## src/design/fmacl_pkg.sv

```systemverilog
// Shared types and constants for the first-match address filter.
`default_nettype none
package fmacl_pkg;

   typedef enum logic [1:0] {
      CMD_CLEAR  = 2'd0,
      CMD_INSERT = 2'd1,
      CMD_CHECK  = 2'd2
   } cmd_type;

   typedef enum logic [1:0] {
      ST_IDLE,
      ST_EXEC,
      ST_WALK,
      ST_REPLY
   } state_type;

   localparam logic STATUS_OK   = 1'b0;
   localparam logic STATUS_FULL = 1'b1;

   typedef struct packed {
      logic [63:0] net_hi;
      logic [63:0] net_lo;
      logic [63:0] mask_hi;
      logic [63:0] mask_lo;
      logic        permit;
   } rule_entry_type;

   typedef struct packed {
      logic latch;
      logic clear;
      logic insert;
      logic walk_start;
      logic walk_run;
      logic verdict_en;
      logic verdict_allowed;
      logic verdict_status;
      logic rsp_load;
   } ctrl_cmd_type;

   typedef struct packed {
      cmd_type cmd;
      logic    exists;
      logic    numeric;
      logic    count_zero;
      logic    full;
      logic    hit;
      logic    hit_permit;
      logic    miss_end;
      logic    rsp_free;
   } dp_sts_type;

endpackage
`default_nettype wire

```

## src/design/fmacl_ctrl.sv

```systemverilog
// Controller state machine for the first-match address filter.
`default_nettype none
module fmacl_ctrl (
   input  wire                    clock,
   input  wire                    reset,
   input  wire                    req_valid,
   output logic                   req_stall,
   input  fmacl_pkg::dp_sts_type  sts,
   output fmacl_pkg::ctrl_cmd_type cmd
);
   import fmacl_pkg::*;

   state_type state_ff;
   state_type state_in;

   always_ff @(posedge clock) begin
      if (reset) begin
         state_ff <= ST_IDLE;
      end else begin
         state_ff <= state_in;
      end
   end

   always_comb begin
      state_in  = state_ff;
      cmd       = '0;
      req_stall = 1'b1;
      unique case (state_ff)
         ST_IDLE: begin
            req_stall = 1'b0;
            if (req_valid) begin
               cmd.latch = 1'b1;
               state_in  = ST_EXEC;
            end
         end
         ST_EXEC: begin
            state_in       = ST_REPLY;
            cmd.verdict_en = 1'b1;
            case (sts.cmd)
               CMD_CLEAR: begin
                  cmd.clear = 1'b1;
               end
               CMD_INSERT: begin
                  cmd.insert         = 1'b1;
                  cmd.verdict_status = sts.full ? STATUS_FULL : STATUS_OK;
               end
               CMD_CHECK: begin
                  if (!sts.exists) begin
                     cmd.verdict_allowed = 1'b1;
                  end else if (sts.numeric && !sts.count_zero) begin
                     cmd.verdict_en = 1'b0;
                     cmd.walk_start = 1'b1;
                     state_in       = ST_WALK;
                  end
               end
               default: begin
                  cmd.verdict_allowed = 1'b0;
               end
            endcase
         end
         ST_WALK: begin
            cmd.walk_run = 1'b1;
            if (sts.hit) begin
               cmd.verdict_en      = 1'b1;
               cmd.verdict_allowed = sts.hit_permit;
               state_in            = ST_REPLY;
            end else if (sts.miss_end) begin
               cmd.verdict_en = 1'b1;
               state_in       = ST_REPLY;
            end
         end
         ST_REPLY: begin
            if (sts.rsp_free) begin
               cmd.rsp_load = 1'b1;
               state_in     = ST_IDLE;
            end
         end
         default: begin
            state_in = ST_IDLE;
         end
      endcase
   end

endmodule
`default_nettype wire

```

## src/design/fmacl_dp.sv

```systemverilog
// Datapath for the first-match address filter: item registers, rule table, walk, response.
`default_nettype none
module fmacl_dp #(
   parameter int RULES = 16
) (
   input  wire                     clock,
   input  wire                     reset,
   input  wire  [1:0]              req_cmd,
   input  wire  [63:0]             req_addr_hi,
   input  wire  [63:0]             req_addr_lo,
   input  wire  [63:0]             req_mask_hi,
   input  wire  [63:0]             req_mask_lo,
   input  wire                     req_permit,
   input  wire                     req_addr_numeric,
   output logic                    rsp_valid,
   input  wire                     rsp_stall,
   output logic                    rsp_allowed,
   output logic                    rsp_status,
   input  fmacl_pkg::ctrl_cmd_type cmd,
   output fmacl_pkg::dp_sts_type   sts
);
   import fmacl_pkg::*;

   localparam int CW = $clog2(RULES + 1);
   localparam int IW = (RULES > 1) ? $clog2(RULES) : 1;

   logic [1:0]     cmd_ff;
   logic [63:0]    addr_hi_ff;
   logic [63:0]    addr_lo_ff;
   logic [63:0]    mask_hi_ff;
   logic [63:0]    mask_lo_ff;
   logic           permit_ff;
   logic           numeric_ff;

   rule_entry_type rule_mem [RULES];
   rule_entry_type rd_ff;

   logic [CW-1:0]  count_ff, count_in;
   logic           exists_ff, exists_in;
   logic [CW-1:0]  ptr_ff, ptr_in;
   logic           pend_ff, pend_in;
   logic           last_ff, last_in;
   logic           allowed_ff;
   logic           status_ff;
   logic           rsp_valid_ff, rsp_valid_in;
   logic           rsp_allowed_ff;
   logic           rsp_status_ff;

   logic           full;
   logic           fetch;
   logic           hit;

   always_ff @(posedge clock) begin
      if (cmd.latch) begin
         cmd_ff     <= req_cmd;
         addr_hi_ff <= req_addr_hi;
         addr_lo_ff <= req_addr_lo;
         mask_hi_ff <= req_mask_hi;
         mask_lo_ff <= req_mask_lo;
         permit_ff  <= req_permit;
         numeric_ff <= req_addr_numeric;
      end
   end

   assign full  = (count_ff == CW'(RULES));
   assign fetch = cmd.walk_run && (ptr_ff != count_ff);

   always_ff @(posedge clock) begin
      if (cmd.insert && !full) begin
         rule_mem[count_ff[IW-1:0]] <= '{net_hi:  addr_hi_ff,
                                         net_lo:  addr_lo_ff,
                                         mask_hi: mask_hi_ff,
                                         mask_lo: mask_lo_ff,
                                         permit:  permit_ff};
      end
   end

   always_ff @(posedge clock) begin
      if (fetch) begin
         rd_ff <= rule_mem[ptr_ff[IW-1:0]];
      end
   end

   assign hit = pend_ff
                && ((addr_hi_ff & rd_ff.mask_hi) == rd_ff.net_hi)
                && ((addr_lo_ff & rd_ff.mask_lo) == rd_ff.net_lo);

   always_comb begin
      count_in     = count_ff;
      exists_in    = exists_ff;
      ptr_in       = ptr_ff;
      pend_in      = 1'b0;
      last_in      = last_ff;
      rsp_valid_in = rsp_valid_ff;
      if (cmd.clear) begin
         count_in  = '0;
         exists_in = 1'b0;
      end
      if (cmd.insert) begin
         exists_in = 1'b1;
         if (!full) begin
            count_in = CW'(count_ff + CW'(1));
         end
      end
      if (cmd.walk_start) begin
         ptr_in = '0;
      end else if (fetch) begin
         ptr_in  = CW'(ptr_ff + CW'(1));
         pend_in = 1'b1;
         last_in = (CW'(ptr_ff + CW'(1)) == count_ff);
      end
      if (cmd.rsp_load) begin
         rsp_valid_in = 1'b1;
      end else if (!rsp_stall) begin
         rsp_valid_in = 1'b0;
      end
   end

   always_ff @(posedge clock) begin
      if (reset) begin
         count_ff     <= '0;
         exists_ff    <= 1'b0;
         ptr_ff       <= '0;
         pend_ff      <= 1'b0;
         last_ff      <= 1'b0;
         rsp_valid_ff <= 1'b0;
      end else begin
         count_ff     <= count_in;
         exists_ff    <= exists_in;
         ptr_ff       <= ptr_in;
         pend_ff      <= pend_in;
         last_ff      <= last_in;
         rsp_valid_ff <= rsp_valid_in;
      end
   end

   always_ff @(posedge clock) begin
      if (cmd.verdict_en) begin
         allowed_ff <= cmd.verdict_allowed;
         status_ff  <= cmd.verdict_status;
      end
      if (cmd.rsp_load) begin
         rsp_allowed_ff <= allowed_ff;
         rsp_status_ff  <= status_ff;
      end
   end

   assign rsp_valid   = rsp_valid_ff;
   assign rsp_allowed = rsp_allowed_ff;
   assign rsp_status  = rsp_status_ff;

   always_comb begin
      sts            = '0;
      sts.cmd        = cmd_type'(cmd_ff);
      sts.exists     = exists_ff;
      sts.numeric    = numeric_ff;
      sts.count_zero = (count_ff == '0);
      sts.full       = full;
      sts.hit        = hit;
      sts.hit_permit = rd_ff.permit;
      sts.miss_end   = pend_ff && !hit && last_ff;
      sts.rsp_free   = !rsp_valid_ff || !rsp_stall;
   end

`ifndef SYNTHESIS
   a_count_bound: assert property (@(posedge clock) disable iff (reset)
      count_ff <= CW'(RULES))
      else $error("rule count beyond table depth");

   a_no_overwrite: assert property (@(posedge clock) disable iff (reset)
      cmd.rsp_load |-> (!rsp_valid_ff || !rsp_stall))
      else $error("response loaded over a stalled response");

   a_clear_drops: assert property (@(posedge clock) disable iff (reset)
      cmd.clear |=> (!exists_ff && count_ff == '0))
      else $error("clear left a table behind");

   a_insert_grows: assert property (@(posedge clock) disable iff (reset)
      (cmd.insert && !full) |=> (count_ff == CW'($past(count_ff) + CW'(1))))
      else $error("insert did not advance rule count");
`endif

endmodule
`default_nettype wire

```

## src/design/first_match_ip_acl.sv

```systemverilog
// Top level of the first-match masked address filter.
// Usage:
//   req_* carries one command per transaction: clear the table, insert a rule
//   (network, mask, permit) at the end, or check an address. rsp_* returns
//   exactly one transaction per command with allowed and status.
//   A check walks stored rules in insertion order through the rule table
//   memory, one rule read per cycle; the first rule whose masked address
//   equals its network decides. No match or a non-numeric address denies;
//   no table allows all.
// Sequence:
//   clear, insert, unknown command and a check that needs no walk pass through
//   the states EXEC and REPLY; a check that walks passes through EXEC, WALK and
//   REPLY, and stays in WALK until the deciding rule is compared, or until the
//   last stored rule when no rule matches.
//   One command is in work at a time; the next is accepted once its response
//   sits in the output register.
// Reset: synchronous; empties the table and marks it as absent.
// Stall: rsp_stall holds the response; a new request is accepted meanwhile,
//   but its own response waits until the output register frees up.
`default_nettype none
module first_match_ip_acl #(
   parameter int RULES = 16
) (
   input  wire         clock,
   input  wire         reset,
   input  wire         req_valid,
   output logic        req_stall,
   input  wire  [1:0]  req_cmd,
   input  wire  [63:0] req_addr_hi,
   input  wire  [63:0] req_addr_lo,
   input  wire  [63:0] req_mask_hi,
   input  wire  [63:0] req_mask_lo,
   input  wire         req_permit,
   input  wire         req_addr_numeric,
   output logic        rsp_valid,
   input  wire         rsp_stall,
   output logic        rsp_allowed,
   output logic        rsp_status
);
   import fmacl_pkg::*;

   ctrl_cmd_type cmd;
   dp_sts_type   sts;

   fmacl_ctrl u_ctrl (
      .clock     (clock),
      .reset     (reset),
      .req_valid (req_valid),
      .req_stall (req_stall),
      .sts       (sts),
      .cmd       (cmd)
   );

   fmacl_dp #(
      .RULES (RULES)
   ) u_dp (
      .clock            (clock),
      .reset            (reset),
      .req_cmd          (req_cmd),
      .req_addr_hi      (req_addr_hi),
      .req_addr_lo      (req_addr_lo),
      .req_mask_hi      (req_mask_hi),
      .req_mask_lo      (req_mask_lo),
      .req_permit       (req_permit),
      .req_addr_numeric (req_addr_numeric),
      .rsp_valid        (rsp_valid),
      .rsp_stall        (rsp_stall),
      .rsp_allowed      (rsp_allowed),
      .rsp_status       (rsp_status),
      .cmd              (cmd),
      .sts              (sts)
   );

endmodule
`default_nettype wire
```

## config.mk

```make
export PLATFORM = sky130hd
export DESIGN_NAME = first_match_ip_acl
export DESIGN_NICKNAME = d
export VERILOG_FILES = /design/src/design/fmacl_pkg.sv /design/src/design/fmacl_ctrl.sv /design/src/design/fmacl_dp.sv /design/src/design/first_match_ip_acl.sv
export SDC_FILE = /design/constraint.sdc
export NUM_CORES = 2
export LEC_CHECK = 0
export BUFFER_PORTS_ARGS = -buffer_cell sky130_fd_sc_hd__buf_4
export CORE_MARGIN = 2
export CORE_UTILIZATION = 39
export CTS_CLUSTER_DIAMETER = 40
export DETAILED_ROUTE_END_ITERATION = 10
export PLACE_DENSITY = 0.66
export SETUP_SLACK_MARGIN = 0.2
export SLEW_MARGIN = 20
export SYNTH_ARGS = -nofsm -noshare
export SYNTH_HDL_FRONTEND = slang
export SYNTH_MEMORY_MAX_BITS = 65536
export SYNTH_SLANG_ARGS = --single-unit
```

## constraint.sdc

```tcl
create_clock -name clock -period 42 [get_ports clock]
set_clock_uncertainty 0.05 [all_clocks]
set_input_delay 8.4 -clock clock [delete_from_list [all_inputs] [get_ports clock]]
set_output_delay 8.4 -clock clock [all_outputs]
set_load 0.03 [all_outputs]
```

==> impl_metrics.toml <==
[global_routing]
grt_antenna_before_repair = 16
grt_max_degree = 112
track_usage_pct = 19.0
gr-total-overflow = 0
grt_pass1_vias = 80600
grt_pass1_wl_mm = 610

[synth]
synth_area_um2 = 173000
syn_avg_cell_area_um2 = 25.3
ys_ff_latch = 4649
syn_nets = 7103
netlist.area_leader.share_pct = 80.5
synth_flop_cell = "edfxtp_1"
synthArstFlopShare_pct = 0
yosys_warnings = 0
synthTopCellsByArea = "edfxtp_1 81%, mux4_2 16%, clkbuf_1 0.34%"
synth_edf_count = 4633
yosysSeqAreaShare_pct = 80.7
syn_inst = 6829
yosys.area.top_type = "edfxtp_1"
synth_cell_types = 58

[sta]
fmax_mhz = 95.6
rsz0062_at_grt = "no"
fin_crit_ns = 10.45
timing.final.crit_share_pct = 24.9
finalSetupTns_ns = 0
finalMaxSlewViolations = 0
fin_ws_ns = 31.55
tightest_slew_ns = 1.07
hold_viol_final = 0
slew_headroom_pct = 28.4
setup_viol = 0

[finish]
final_nets = 7786
fin_util_pct = 45.6
layout-drive-gt1-share_pct = 32.3
syn2layout_area_growth_pct = 16.4
fin_area_um2 = 201000
fillerInstances = 35800

[worst_setup_path]
crit_required_ns = 33.55
cp_max_fo = 5
end_kind = "output pin"
start_kind = "register"
crit_arrival_ns = 2.00
criticalPathCategory = "reg2out"

[worst_hold_path]
hold_path_class = "reg2reg"

[placement]
place_congestion = 0.825
post-place-ws_ns = 30.63
io_buffer_count = 267
dpl-instance-area_um2 = 183000
dp_hpwl_mm = 238

[power]
power.internal_mw = 8.39
ir_worst_vdd_v = 0.0000416
power_mw = 10.8
swShare_pct = 22.5
power_frac_seq_pct = 52.6
p_comb_share_pct = 3.1
power_density_nw_per_um2 = 53.8
p_leak_nw = 60.7
p_switching_mw = 2.44
clock_power_share_pct = 44.3

[clock_tree]
ctsRootBufferMaster = "clkbuf_16"
htreeDepth = 6
postCtsHoldBufs = 0
post_cts_resized = 0
insertion_delay_ns = 1.02
cts_tree = "yes"
clk_pin_slew_worst_paths_ns = 0.06
post_cts_buffers = 0
cts.sinks = 4649
cts_made_buffers = 553
cts_buffer_depth = 4

[status]
status = "complete, no violations"

[detailed_routing]
postRouteAntennaNets = 0
postRouteWirelength_mm = 433
drc = 0
routed_via_density = 5.62
routedWlPerCell_um = 31.2
dr.pass1.iters = 6
first_iter_violations = 9690
vias = 77900

[die]
pin_count = 268
die_y_um = 670
die_x_um = 670
initial_utilization_pct = 39.1
core_um2 = 441000
rows = 244
die_area_um2 = 448000

[job]
max_cap_viol_count = 0
-- cells in the final DEF (no fill, tap or decap), drive strengths merged, types with 21 or more instances in the layout --
| master | synthesis | routed |
|---|---|---|
| clkbuf | 156 | 648 |
| nand4 | 21 | 21 |
| nand2 | 145 | 145 |
| xor2 | 56 | 56 |
| buf | 153 | 437 |
| bufinv | 0 | 51 |
| mux2i | 47 | 47 |
| inv | 7 | 79 |
| nor2 | 24 | 24 |
| clkinv | 0 | 196 |
| edfxtp | 4633 | 4633 |
| xnor2 | 29 | 29 |
| clkinvlp | 0 | 41 |
| a211oi | 47 | 47 |
| mux4 | 1240 | 1240 |
| a21oi | 53 | 53 |
| nor2b | 48 | 48 |
-- Yosys cell counts (all sizes together), types with 3 or more instances --
master / n
nor4: 16
nor2: 24
nor2b: 48
xnor2: 29
a211oi: 47
clkbuf: 156
nand4: 21
o221ai: 4
o21ai: 9
and2: 11
nand3: 13
buf: 153
a21oi: 53
dfxtp: 16
inv: 7
and3: 3
a22oi: 8
mux2i: 47
nand2: 145
o211ai: 3
ha: 10
nor3: 6
a21o: 3
a21boi: 12
o22a: 4
a2bb2oi: 4
edfxtp: 4633
nand3b: 3
and3b: 11
o22ai: 3
mux4: 1240
a2111oi: 5
xor2: 56
nand2b: 6
-- metrics by stage --
step                      cells  hold slack, ns
after floorplan            6829           0.350
after global placement    12900           0.398
after detailed placement  12900           0.402
after CTS                 13900           0.408
after global routing      13900           0.415
final                     13900           0.399
-- cell type report --
| class | count | area [um2] | share of cell area, % |
|---|---|---|---|
| flip-flops and latches | 4649 | 139000 | 69.3 |
| multi-input cells | 1864 | 32100 | 16.0 |
| clock inverters | 360 | 4090 | 2.03 |
| repair buffers | 437 | 3550 | 1.76 |
| well taps | 5904 | 7390 | 3.67 |
| inverters | 7 | 26.3 | 0.0131 |
| clock buffers | 648 | 14600 | 7.23 |
| diodes | 4 | 10.0 | 0.00497 |
-- worst max-delay path, stage by stage, from the launching register on --
cell	delay, ns
dfxtp_1	0.39
inv_1	0.12
ha_1	0.24
inv_1	0.08
buf_4	0.16
-- power groups by stage --
stage	Combinational (mW)	Clock, mW	Sequential (mW)
floorplan	0.191	0	5.69
global placement	0.329	0	5.77
detailed placement	0.338	0	5.80
CTS	0.340	4.88	5.70
global route	0.354	5.07	5.72
finish	0.331	4.80	5.70
-- worst paths after layout --
check                          start                to  slack (ns)  cells after the start
hold reg to reg      u_dp.allowed_ff  u_dp.rsp_allowed        0.40                      0
setup reg to reg      u_dp.ptr_ff[2]   u_dp.rd_ff[240]       35.21                     10
setup / recovery  u_ctrl.state_ff[0]         req_stall       31.55                      4
hold / removal       u_dp.allowed_ff  u_dp.rsp_allowed        0.40                      0
-- registers in the layout, indices dropped and copies added, names as in the netlist, 2 cells and up --
name	flops
u_ctrl.state_ff	2
u_dp.addr_hi_ff	64
u_dp.addr_lo_ff	64
u_dp.cmd_ff	2
u_dp.count_ff	5
u_dp.mask_hi_ff	64
u_dp.mask_lo_ff	64
u_dp.ptr_ff	5
u_dp.rd_ff	256
u_dp.rule_mem	4112
-- per-layer routing --
metal	global-route usage [%]	vias up	share of wire (%)
met2	32.3	3579	50
met4	5.82	2	3.1
li1	-	31100	-
met1	25.4	42600	39
met5	0	-	0.0025
met3	2.89	643	7.4
-- cells by family (layout without fill, tap and decap cells) --
family	Yosys count	in the layout	synth area share (%)
AO/OA/AOI/OAI	169	169	0.692
XOR/XNOR	85	85	0.431
adder cells (fa/ha/maj)	10	10	0.0724
buffers and inverters	316	1452	0.750
flip-flops	4649	4649	80.7
multiplexers	1287	1287	16.4
other	0	4	0
AND/OR/NAND/NOR	313	313	0.912
Power figures use the tool's default switching activity.
